$ cat config.mk
export PLATFORM = sky130hd
export DESIGN_NAME = mac_address_text_parser
export DESIGN_NICKNAME = d
export VERILOG_FILES = /design/src/rtl/mactp_pkg.sv /design/src/rtl/mactp_step.sv /design/src/rtl/mactp_out_reg.sv /design/src/rtl/mac_address_text_parser.sv
export SDC_FILE = /design/constraint.sdc
export NUM_CORES = 1
export LEC_CHECK = 0
export ABC_AREA = 1
export BUFFER_PORTS_ARGS = -buffer_cell sky130_fd_sc_hd__clkbuf_2
export CAP_MARGIN = 20
export CORE_MARGIN = 5
export CORE_UTILIZATION = 39
export DETAILED_ROUTE_END_ITERATION = 7
export GPL_ROUTABILITY_DRIVEN = 1
export SETUP_SLACK_MARGIN = 0.15
export SYNTH_ARGS = -nofsm -noshare
export SYNTH_HDL_FRONTEND = slang
export SYNTH_HIERARCHICAL = 1
export SYNTH_SLANG_ARGS = --single-unit
$ cat constraint.sdc
create_clock -name i_clk -period 5.2 [get_ports i_clk]
set_input_delay 0.52 -clock i_clk [delete_from_list [all_inputs] [get_ports i_clk]]
set_output_delay 0.52 -clock i_clk [all_outputs]
set_load 0.01 [all_outputs]
$ cat src/rtl/mactp_pkg.sv
// ----------------------------------------------------------------------------
// mactp_pkg
// Shared types, character codes and the hex digit decoder of the MAC address
// text parser.
// ----------------------------------------------------------------------------
package mactp_pkg;

    localparam int MAC_OCTETS = 6;
    localparam int VALUE_W    = 48;

    localparam logic [3:0] OCTET_COUNT = 4'(MAC_OCTETS);

    localparam logic [7:0] CH_NUL   = 8'h00;
    localparam logic [7:0] CH_DASH  = 8'h2D;
    localparam logic [7:0] CH_COLON = 8'h3A;

    localparam logic [1:0] SEP_NONE  = 2'd0;
    localparam logic [1:0] SEP_DASH  = 2'd1;
    localparam logic [1:0] SEP_COLON = 2'd2;

    localparam logic STATUS_VALID   = 1'b0;
    localparam logic STATUS_INVALID = 1'b1;

    typedef enum logic [5:0] {
        PH_D1        = 6'b000001,
        PH_D1_OR_SEP = 6'b000010,
        PH_D2        = 6'b000100,
        PH_SEP       = 6'b001000,
        PH_END       = 6'b010000,
        PH_ERR       = 6'b100000
    } t_phase;

    typedef struct packed {
        t_phase               phase;
        logic [2:0]           octets;
        logic [1:0]           sep;
        logic [VALUE_W-1:0]   value;
    } t_state;

    typedef struct packed {
        logic                 status;
        logic [VALUE_W-1:0]   mac_value;
        logic [1:0]           sep_kind;
    } t_result;

    typedef struct packed {
        logic       ok;
        logic [3:0] nib;
    } t_hex;

    localparam t_state STATE_RESET = '{
        phase:  PH_D1,
        octets: 3'd0,
        sep:    SEP_NONE,
        value:  '0
    };

    function automatic t_hex hex_decode(input logic [7:0] c);
        t_hex h;
        h.ok  = 1'b1;
        h.nib = 4'd0;
        case (c) inside
            [8'h30:8'h39]: h.nib = 4'(c - 8'h30);
            [8'h61:8'h66]: h.nib = 4'(c - 8'h57);
            [8'h41:8'h46]: h.nib = 4'(c - 8'h37);
            default:       h.ok  = 1'b0;
        endcase
        return h;
    endfunction

endpackage

$ cat src/rtl/mactp_step.sv
// ----------------------------------------------------------------------------
// mactp_step
// Next-state and result logic for one text byte of the parser.
// ----------------------------------------------------------------------------
module mactp_step
    import mactp_pkg::*;
(
    input  t_state     i_state,
    input  logic [7:0] i_char,
    output t_state     o_state,
    output logic       o_result_valid,
    output t_result    o_result
);

    t_hex       hex;
    logic       take_first;
    logic [3:0] octets_inc;

    assign hex        = hex_decode(i_char);
    assign octets_inc = {1'b0, i_state.octets} + 4'd1;

    always_comb begin
        o_state        = i_state;
        o_result_valid = 1'b0;
        o_result       = '0;
        take_first     = 1'b0;

        if (i_char == CH_NUL) begin
            // The terminator always yields a result and restarts the parse.
            o_result_valid     = 1'b1;
            o_result.status    = (i_state.phase == PH_END) ? STATUS_VALID : STATUS_INVALID;
            o_result.mac_value = (i_state.phase == PH_END) ? i_state.value : '0;
            o_result.sep_kind  = i_state.sep;
            o_state            = STATE_RESET;
        end else begin
            case (i_state.phase)
                PH_D1_OR_SEP: begin
                    if (i_char == CH_DASH) begin
                        o_state.sep   = SEP_DASH;
                        o_state.phase = PH_D1;
                    end else if (i_char == CH_COLON) begin
                        o_state.sep   = SEP_COLON;
                        o_state.phase = PH_D1;
                    end else begin
                        take_first = 1'b1;
                    end
                end
                PH_D1: begin
                    take_first = 1'b1;
                end
                PH_D2: begin
                    if (hex.ok) begin
                        o_state.value = {i_state.value[VALUE_W-5:0], hex.nib};
                        if (octets_inc >= OCTET_COUNT) begin
                            o_state.phase = PH_END;
                        end else begin
                            o_state.octets = octets_inc[2:0];
                            if (octets_inc == 4'd1) begin
                                o_state.phase = PH_D1_OR_SEP;
                            end else begin
                                o_state.phase = (i_state.sep != SEP_NONE) ? PH_SEP : PH_D1;
                            end
                        end
                    end else begin
                        o_state.phase = PH_ERR;
                    end
                end
                PH_SEP: begin
                    if ((i_state.sep == SEP_DASH && i_char == CH_DASH) ||
                        (i_state.sep == SEP_COLON && i_char == CH_COLON)) begin
                        o_state.phase = PH_D1;
                    end else begin
                        o_state.phase = PH_ERR;
                    end
                end
                default: begin
                    o_state.phase = PH_ERR;
                end
            endcase

            // First digit of an octet, also reached when no separator follows
            // the first octet.
            if (take_first) begin
                if (hex.ok) begin
                    o_state.value = {i_state.value[VALUE_W-5:0], hex.nib};
                    o_state.phase = PH_D2;
                end else begin
                    o_state.phase = PH_ERR;
                end
            end
        end
    end

endmodule

$ cat src/rtl/mactp_out_reg.sv
// ----------------------------------------------------------------------------
// mactp_out_reg
// Result register that holds one beat until the receiver takes it.
// ----------------------------------------------------------------------------
module mactp_out_reg
    import mactp_pkg::*;
(
    input  logic    i_clk,
    input  logic    i_rst_n,
    input  logic    i_load,
    input  t_result i_result,
    input  logic    i_stall,
    output logic    o_free,
    output logic    o_valid,
    output t_result o_result
);

    logic    r_valid;
    logic    n_valid;
    t_result r_result;

    assign o_free   = !r_valid || !i_stall;
    assign o_valid  = r_valid;
    assign o_result = r_result;

    always_comb begin
        n_valid = r_valid;
        if (i_load) begin
            n_valid = 1'b1;
        end else if (!i_stall) begin
            n_valid = 1'b0;
        end
    end

    always_ff @(posedge i_clk) begin
        if (!i_rst_n) begin
            r_valid <= 1'b0;
        end else begin
            r_valid <= n_valid;
        end
    end

    always_ff @(posedge i_clk) begin
        if (i_load) begin
            r_result <= i_result;
        end
    end

endmodule

$ cat src/rtl/mac_address_text_parser.sv
// ----------------------------------------------------------------------------
// mac_address_text_parser
// Parses a MAC address written as text, one ASCII byte per beat.
// ----------------------------------------------------------------------------
// Usage:
// The input channel carries one byte of text per beat on i_char_in. The text
// is six octets of two hex digits, either case, with no separators or with
// one kind ('-' or ':') between every octet. A NUL byte ends the string.
// Only the NUL beat produces an output beat: o_status (0 valid, 1 invalid),
// o_mac_value (first octet most significant, zero when invalid) and
// o_sep_kind (0 none, 1 dash, 2 colon). After the NUL the parser is back in
// its start state; after a bad byte it ignores text up to the NUL.
// Timing: a byte is captured in the input register; the combinational parse
// step then updates the state and, for a NUL, loads the result register,
// from which the result beat is offered to the receiver. One byte is taken
// every cycle while no NUL waits in the input register (see Stall).
// Stall: while the result register holds a beat that the receiver stalls,
// ordinary bytes still flow through; only a further NUL waits in the input
// register, and then o_in_stall is raised.
// Reset: a synchronous low i_rst_n empties both registers and restores the
// start state (no octets, no separator, zero value).
// ----------------------------------------------------------------------------
module mac_address_text_parser
    import mactp_pkg::*;
(
    input  logic                i_clk,
    input  logic                i_rst_n,
    input  logic                i_in_valid,
    output logic                o_in_stall,
    input  logic [7:0]          i_char_in,
    output logic                o_out_valid,
    input  logic                i_out_stall,
    output logic                o_status,
    output logic [VALUE_W-1:0]  o_mac_value,
    output logic [1:0]          o_sep_kind
);

    // Input register.
    logic       r_in_valid;
    logic       n_in_valid;
    logic [7:0] r_in_char;

    // Parse state.
    t_state     r_state;
    t_state     n_state;

    logic       step_result_valid;
    t_result    step_result;
    t_result    out_result;
    logic       out_free;
    logic       advance;
    logic       accept;

    // A held byte moves on unless it is a NUL and the result slot is taken.
    assign advance    = r_in_valid && ((r_in_char != CH_NUL) || out_free);
    assign o_in_stall = r_in_valid && !advance;
    assign accept     = i_in_valid && !o_in_stall;

    always_comb begin
        n_in_valid = r_in_valid;
        if (accept) begin
            n_in_valid = 1'b1;
        end else if (advance) begin
            n_in_valid = 1'b0;
        end
    end

    always_ff @(posedge i_clk) begin
        if (!i_rst_n) begin
            r_in_valid <= 1'b0;
            r_state    <= STATE_RESET;
        end else begin
            r_in_valid <= n_in_valid;
            if (advance) begin
                r_state <= n_state;
            end
        end
    end

    always_ff @(posedge i_clk) begin
        if (accept) begin
            r_in_char <= i_char_in;
        end
    end

    mactp_step u_step (
        .i_state        (r_state),
        .i_char         (r_in_char),
        .o_state        (n_state),
        .o_result_valid (step_result_valid),
        .o_result       (step_result)
    );

    mactp_out_reg u_out_reg (
        .i_clk    (i_clk),
        .i_rst_n  (i_rst_n),
        .i_load   (advance && step_result_valid),
        .i_result (step_result),
        .i_stall  (i_out_stall),
        .o_free   (out_free),
        .o_valid  (o_out_valid),
        .o_result (out_result)
    );

    assign o_status    = out_result.status;
    assign o_mac_value = out_result.mac_value;
    assign o_sep_kind  = out_result.sep_kind;

endmodule
Yosys cells after proc, flatten, opt, wreduce, memory -nomap -nowiden

Cells that the tools add are included.

Add/sub/neg operators: 4
Multiply operators: 0
Divide/modulo/power cells: 0
Order comparisons: 7
Eq/ne operators: 14
Shift operators: 0
Muxes and demuxes: 37
Bitwise gates (word level): 0
Reduce and logical (&&, ||, !) cells: 28

Operators by type and width:

| kind                                                              | number |
|---|---|
| 2-to-1 mux 48 bit                                                 | 4 |
| 2-to-1 mux 59 bit                                                 | 1 |
| 2-to-1 mux 6 bit                                                  | 8 |
| one-hot mux 6 bit (4 select lines)                                | 1 |
| equality test 8 x 6 -> 1 bit, second input constant               | 2 |
| greater-or-equal comparator 8 x 7 -> 1 bit, second input constant | 2 |
| <= comparator 8 x 7 -> 1 bit, second input constant               | 2 |
| 2-to-1 mux 4 bit                                                  | 4 |
| 2-to-1 mux 1 bit                                                  | 12 |
| nonzero test 2 bit                                                | 5 |
| logical AND 1 bit                                                 | 9 |
| 2-to-1 mux 3 bit                                                  | 3 |
| greater-or-equal comparator 8 x 6 -> 1 bit, second input constant | 1 |
| <= comparator 8 x 6 -> 1 bit, second input constant               | 1 |
| zero test 8 bit                                                   | 1 |
| nonzero test 8 bit                                                | 1 |
| subtractor 4 x 3 -> 4 bit, second input constant                  | 2 |
| equality test 6 x 1 -> 1 bit, second input constant               | 1 |
| equality test 6 x 2 -> 1 bit, second input constant               | 1 |
| equality test 6 x 3 -> 1 bit, second input constant               | 1 |
| equality test 6 x 4 -> 1 bit, second input constant               | 1 |
| equality test 6 x 5 -> 1 bit, second input constant               | 1 |
| 2-to-1 mux 2 bit                                                  | 3 |
| AND reduction 3 bit                                               | 2 |
| other kinds (15)                                                  | 21 |

Flip-flop bits (word level): 120
Latch bits: 0
Bits in writable memories: 0
Bits in read-only memories: 0
Bits of input ports: 12
Logic and storage cells: 100
Memories: 0

Logic depth before layout (Yosys ltp)

Depth in word-level cells: 10
Gate-level depth with buffers: 16

By module

Netlist, hierarchy kept.

Modules (own cells, without submodules):

| module                  | instances | cells each | area each (sq um) |
|---|---|---|---|
| mac_address_text_parser | 1         | 411        | 3,089.2 |
| mactp_step              | 1         | 473        | 2,138.3 |
| mactp_out_reg           | 1         | 56         | 1,574.0 |

Worst setup path after synthesis

No wires, ideal clock.

Path type: register -> register
Start: reg r_in_char[0]
End: reg u_out_reg.r_valid (netlist: u_out_reg/o_valid)
Library setup time: 0.071 ns
Arrival time: 3.887 ns
Data required time: 5.129 ns
Path slack: 1.242 ns
Cell stages (with the launch flop): 12
Path buffers: 1
Cell sequence: edfxtp_1 -> inv_1 -> ha_1 -> nand2_1 -> nor2_1 -> nand2_1 -> buf_2 -> inv_1 -> inv_1 -> nor2_1 -> inv_1 -> a21oi_2

Elaborated cells between the ends (all ways): 8

RTL lines:

| element                                                                             | line                          | source |
|---|---|---|
| from (decl)                                                                         | mac_address_text_parser.sv:41 | `logic [7:0] r_in_char;` |
| from (signal assigned)                                                              | mac_address_text_parser.sv:82 | `r_in_char <= i_char_in;` |
| zero test 8 bit (*)                                                                 | mactp_step.sv:28              | `if (i_char == CH_NUL) begin` |
| 2-to-1 mux 1 bit (*)                                                                | mactp_step.sv:28              |  |
| net step_result_valid                                                               | mac_address_text_parser.sv:47 | `logic step_result_valid;` |
| logical AND 1 bit (*)                                                               | mac_address_text_parser.sv:97 | `.i_load (advance && step_result_valid),` |
| inequality test 2 x 1 -> 1 bit (no source line) or 2-to-1 mux 1 bit (tied branches) | --                            |  |
| to (signal assigned)                                                                | mactp_out_reg.sv:39           | `r_valid <= n_valid;` |
| to (decl)                                                                           | mactp_out_reg.sv:18           | `logic r_valid;` |

The timed path passes the listed nets; every way through them passes the cells marked *.
A chain may end at the register's enable or synchronous reset.

Worst setup path after layout

Start: reg r_in_char[0]
End: reg u_out_reg.r_result (netlist bit u_out_reg/o_result[29]) (enable)

Elaborated cells between the ends (all ways): 6

RTL lines:

| element               | line                          | source |
|---|---|---|
| zero test 8 bit       | mactp_step.sv:28              |  |
| 2-to-1 mux 1 bit      | mactp_step.sv:28              |  |
| net step_result_valid | mac_address_text_parser.sv:47 |  |
| logical AND 1 bit     | mac_address_text_parser.sv:97 |  |
| to (signal assigned)  | mactp_out_reg.sv:45           | `r_result <= i_result;` |
| to (decl)             | mactp_out_reg.sv:20           | `t_result r_result;` |

The timed path passes the listed nets, and every way through them passes these cells.

==> reports/metrics.cfg <==
[setup_path]
r2r_cells=10
path_buf_inv=5
reg2reg_from=r_in_char[0]
worstSetupStartpoint=r_in_char[0]
path_cells=inv_1, ha_1, nand2_1, nor2_1, nand2_2, buf_4, inv_1, inv_1, nor2_4, buf_4
path_class=flip-flop to flip-flop
crit_required_ps=5260
crit_arrival_ps=3230
r2r-end=u_out_reg/o_result[29]
slowest_stage=buf_4
critPathMaxFanout=57
max_stage_delay_ps=500
end_kind=flip-flop
critPathLaunchType=flip-flop
ff2ff_setup_slack_ps=2040
cp_common_cell=inv_1
critPathTopFamily=buffers and inverters

[floorplan]
die_w_um=142.1
core-area_um2=17180
ios=65
die_y_um=142.1
rows=48
dieArea_um2=20180
start_util_pct=39.60

[route]
wire_per_inst_um=12.39
via_per_inst=4.593
vias=5580
route.detailed.drc=0
firstDrtPassIters=5
drt_wl_total_um=15060
drtAntennaViolNets=0
drt_iter0_markers=445

[sta]
rsz0062_at_grt=no
drv_slew=0
period_share_pct=60.84
finClkSkew_ps=10.31
post-route-worst-setup-slack_ps=2036
hold_viol=0
tns_ps=0
slew_headroom_pct=44.34
max_freq_mhz=316.1
worst_hold_slack_ps=275.5
finalSetupViolCount=0
tightest_slew_ps=834.8
fin_crit_ps=3164

[job]
max_cap_violations=0

[outcome]
status=completed

[yosys]
async_flop_share_pct=0
synth_edf_count=59
syn_area_per_cell_um2=7.236
yosys-top-cells-area=edfxtp_1 (26%), dfxtp_1 (18%), nand2_1 (11%)
yosys-top-cells-count=nand2_1 (198), nor2_1 (198), inv_1 (159)
synth.distinct_cells=31
synthCells=940
synthesis.nets=959
synth_top_cell_by_area=edfxtp_1
syn_area_um2=6802
synth_ff_type=dfxtp_1
synth_seq_area_share_pct=44.00
post-synth-top-area-fraction_pct=26.05
ys_ff_latch=120
yosys_warnings=6

[layout]
n_antenna_cell=0
final_nets=996
final_cell_area_um2=7701
syn2layout_area_growth_pct=13.23
final_util_pct=44.84
layout-drive-gt1-share_pct=16.87
fillers=1794

[global_routing]
grt_overflow=0
grt_pass1_wl_um=25110
grt_pass1_vias=5151
antenna_found_initial=0
track_usage_pct=15.48
grt_max_degree=72

[min_path]
holdPathStages=1
min_path_type=input port to flip-flop
worstHoldStart=i_char_in[3]
hold_end=r_in_char[3]

[power_and_ir_drop]
p_per_area_nw_per_um2=327.3
p_leak_uw=0.003605
peakVddDrop_v=0.0002231

[cts]
cts_buffers=17
clk_latency_ps=420
clk_path_buf_depth=2
root_buffer=clkbuf_16
postCtsSetupRepairBufs=0
clock_sinks=120
clk_pin_slew_ps=50
cts_tree=built
cts_resized=0
postCtsHoldBufs=0
h-tree-depth=4

[placement]
pre_cts_ws_ps=1983
gp_congestion=0.7939
hpwl_um=8553
place_area_um2=7102
io_buffers=64

metrics by stage:
stage / power, uW / std cells
floorplan: 1302 / 940
global placement: 1343 / 1183
detailed placement: 1346 / 1183
CTS: 2548 / 1215
global route: 2643 / 1215
finish: 2521 / 1215
cell type report:
| class | instances | area [um2] | share of cell area (%) |
|---|---|---|---|
| sequential | 120 | 2994 | 38.88 |
| multi-input combinational | 606 | 2849 | 36.99 |
| inverter | 161 | 604.3 | 7.847 |
| clock buffer | 22 | 474.2 | 6.158 |
| timing repair buffer | 71 | 372.9 | 4.842 |
| tap | 225 | 281.5 | 3.656 |
| clock inverter | 10 | 125.1 | 1.625 |
layout by cell type, fill, tap and decap left out:
cell type    n
nor2_4       4
and2_1       1
a21boi_0     1
a21oi_2      1
nor3b_1      1
clkbuf_8     3
edfxtp_1    59
nand2_1    197
clkbuf_16   17
nand2_4      2
nor3_1      47
nand3_1     72
nand3b_1     1
nand3_2     22
nand4_1      9
clkbuf_1     2
a21oi_1      7
buf_4        7
nand2_2      3
inv_1      159
nand2_8      1
nor2_1     197
nor2_2      28
inv_2        2
ha_1         7
clkinv_2     7
nand3_4      2
a211oi_1     1
dfxtp_1     60
bufinv_16    3
clkbuf_2    64
o21ai_0      1
xor2_1       1
dfxtp_2      1
worst max-delay path by stage:
stage	to	slack, ps	depth (start not counted)
after floorplan	u_out_reg/o_valid	1240	11
after global placement	u_out_reg/o_result[47]	2040	9
after detailed placement	u_out_reg/o_result[22]	1980	9
after CTS	u_out_reg/o_result[29]	2030	10
after global routing	u_out_reg/o_valid	1820	12
final	u_out_reg/o_result[29]	2040	10
registers in the layout (all words and copies together) (netlist names):
name	flops
u_out_reg/o_valid	1
u_out_reg/o_result	51
r_in_valid	1
r_in_char	8
r_state	59
cells by family (layout without fill, tap and decap cells):
family	count (synthesis)	in the layout	share of synthesized area, %
buffers and inverters	214	264	14.26
AO/OA/AOI/OAI	11	11	0.9382
XOR/XNOR	1	1	0.1288
adder cells (fa/ha/maj)	7	7	1.288
AND/OR/NAND/NOR	587	587	39.39
flip-flops	120	120	44.00
report_power, final:
part,total (uW),internal [uW],switching [uW],leakage [uW]
registers,1050,1020,29.7,0.000938
logic,275,94.6,180,0.00236
clock network,1190,784,409,0.000303
metal layers:
| layer | vias to the layer above | global-route usage, % | routed length [um] | share of wire (%) |
|---|---|---|---|---|
| li1 | 2947 | - | - | - |
| met2 | 96 | 25.42 | 7094 | 47 |
| met3 | 14 | 4.301 | 650 | 4.3 |
| met4 | 0 | 5.455 | 202 | 1.3 |
| met1 | 2523 | 19.62 | 7108 | 47 |
| met5 | - | 0 | 0 | 0 |
Power figures use the tool's default switching activity.
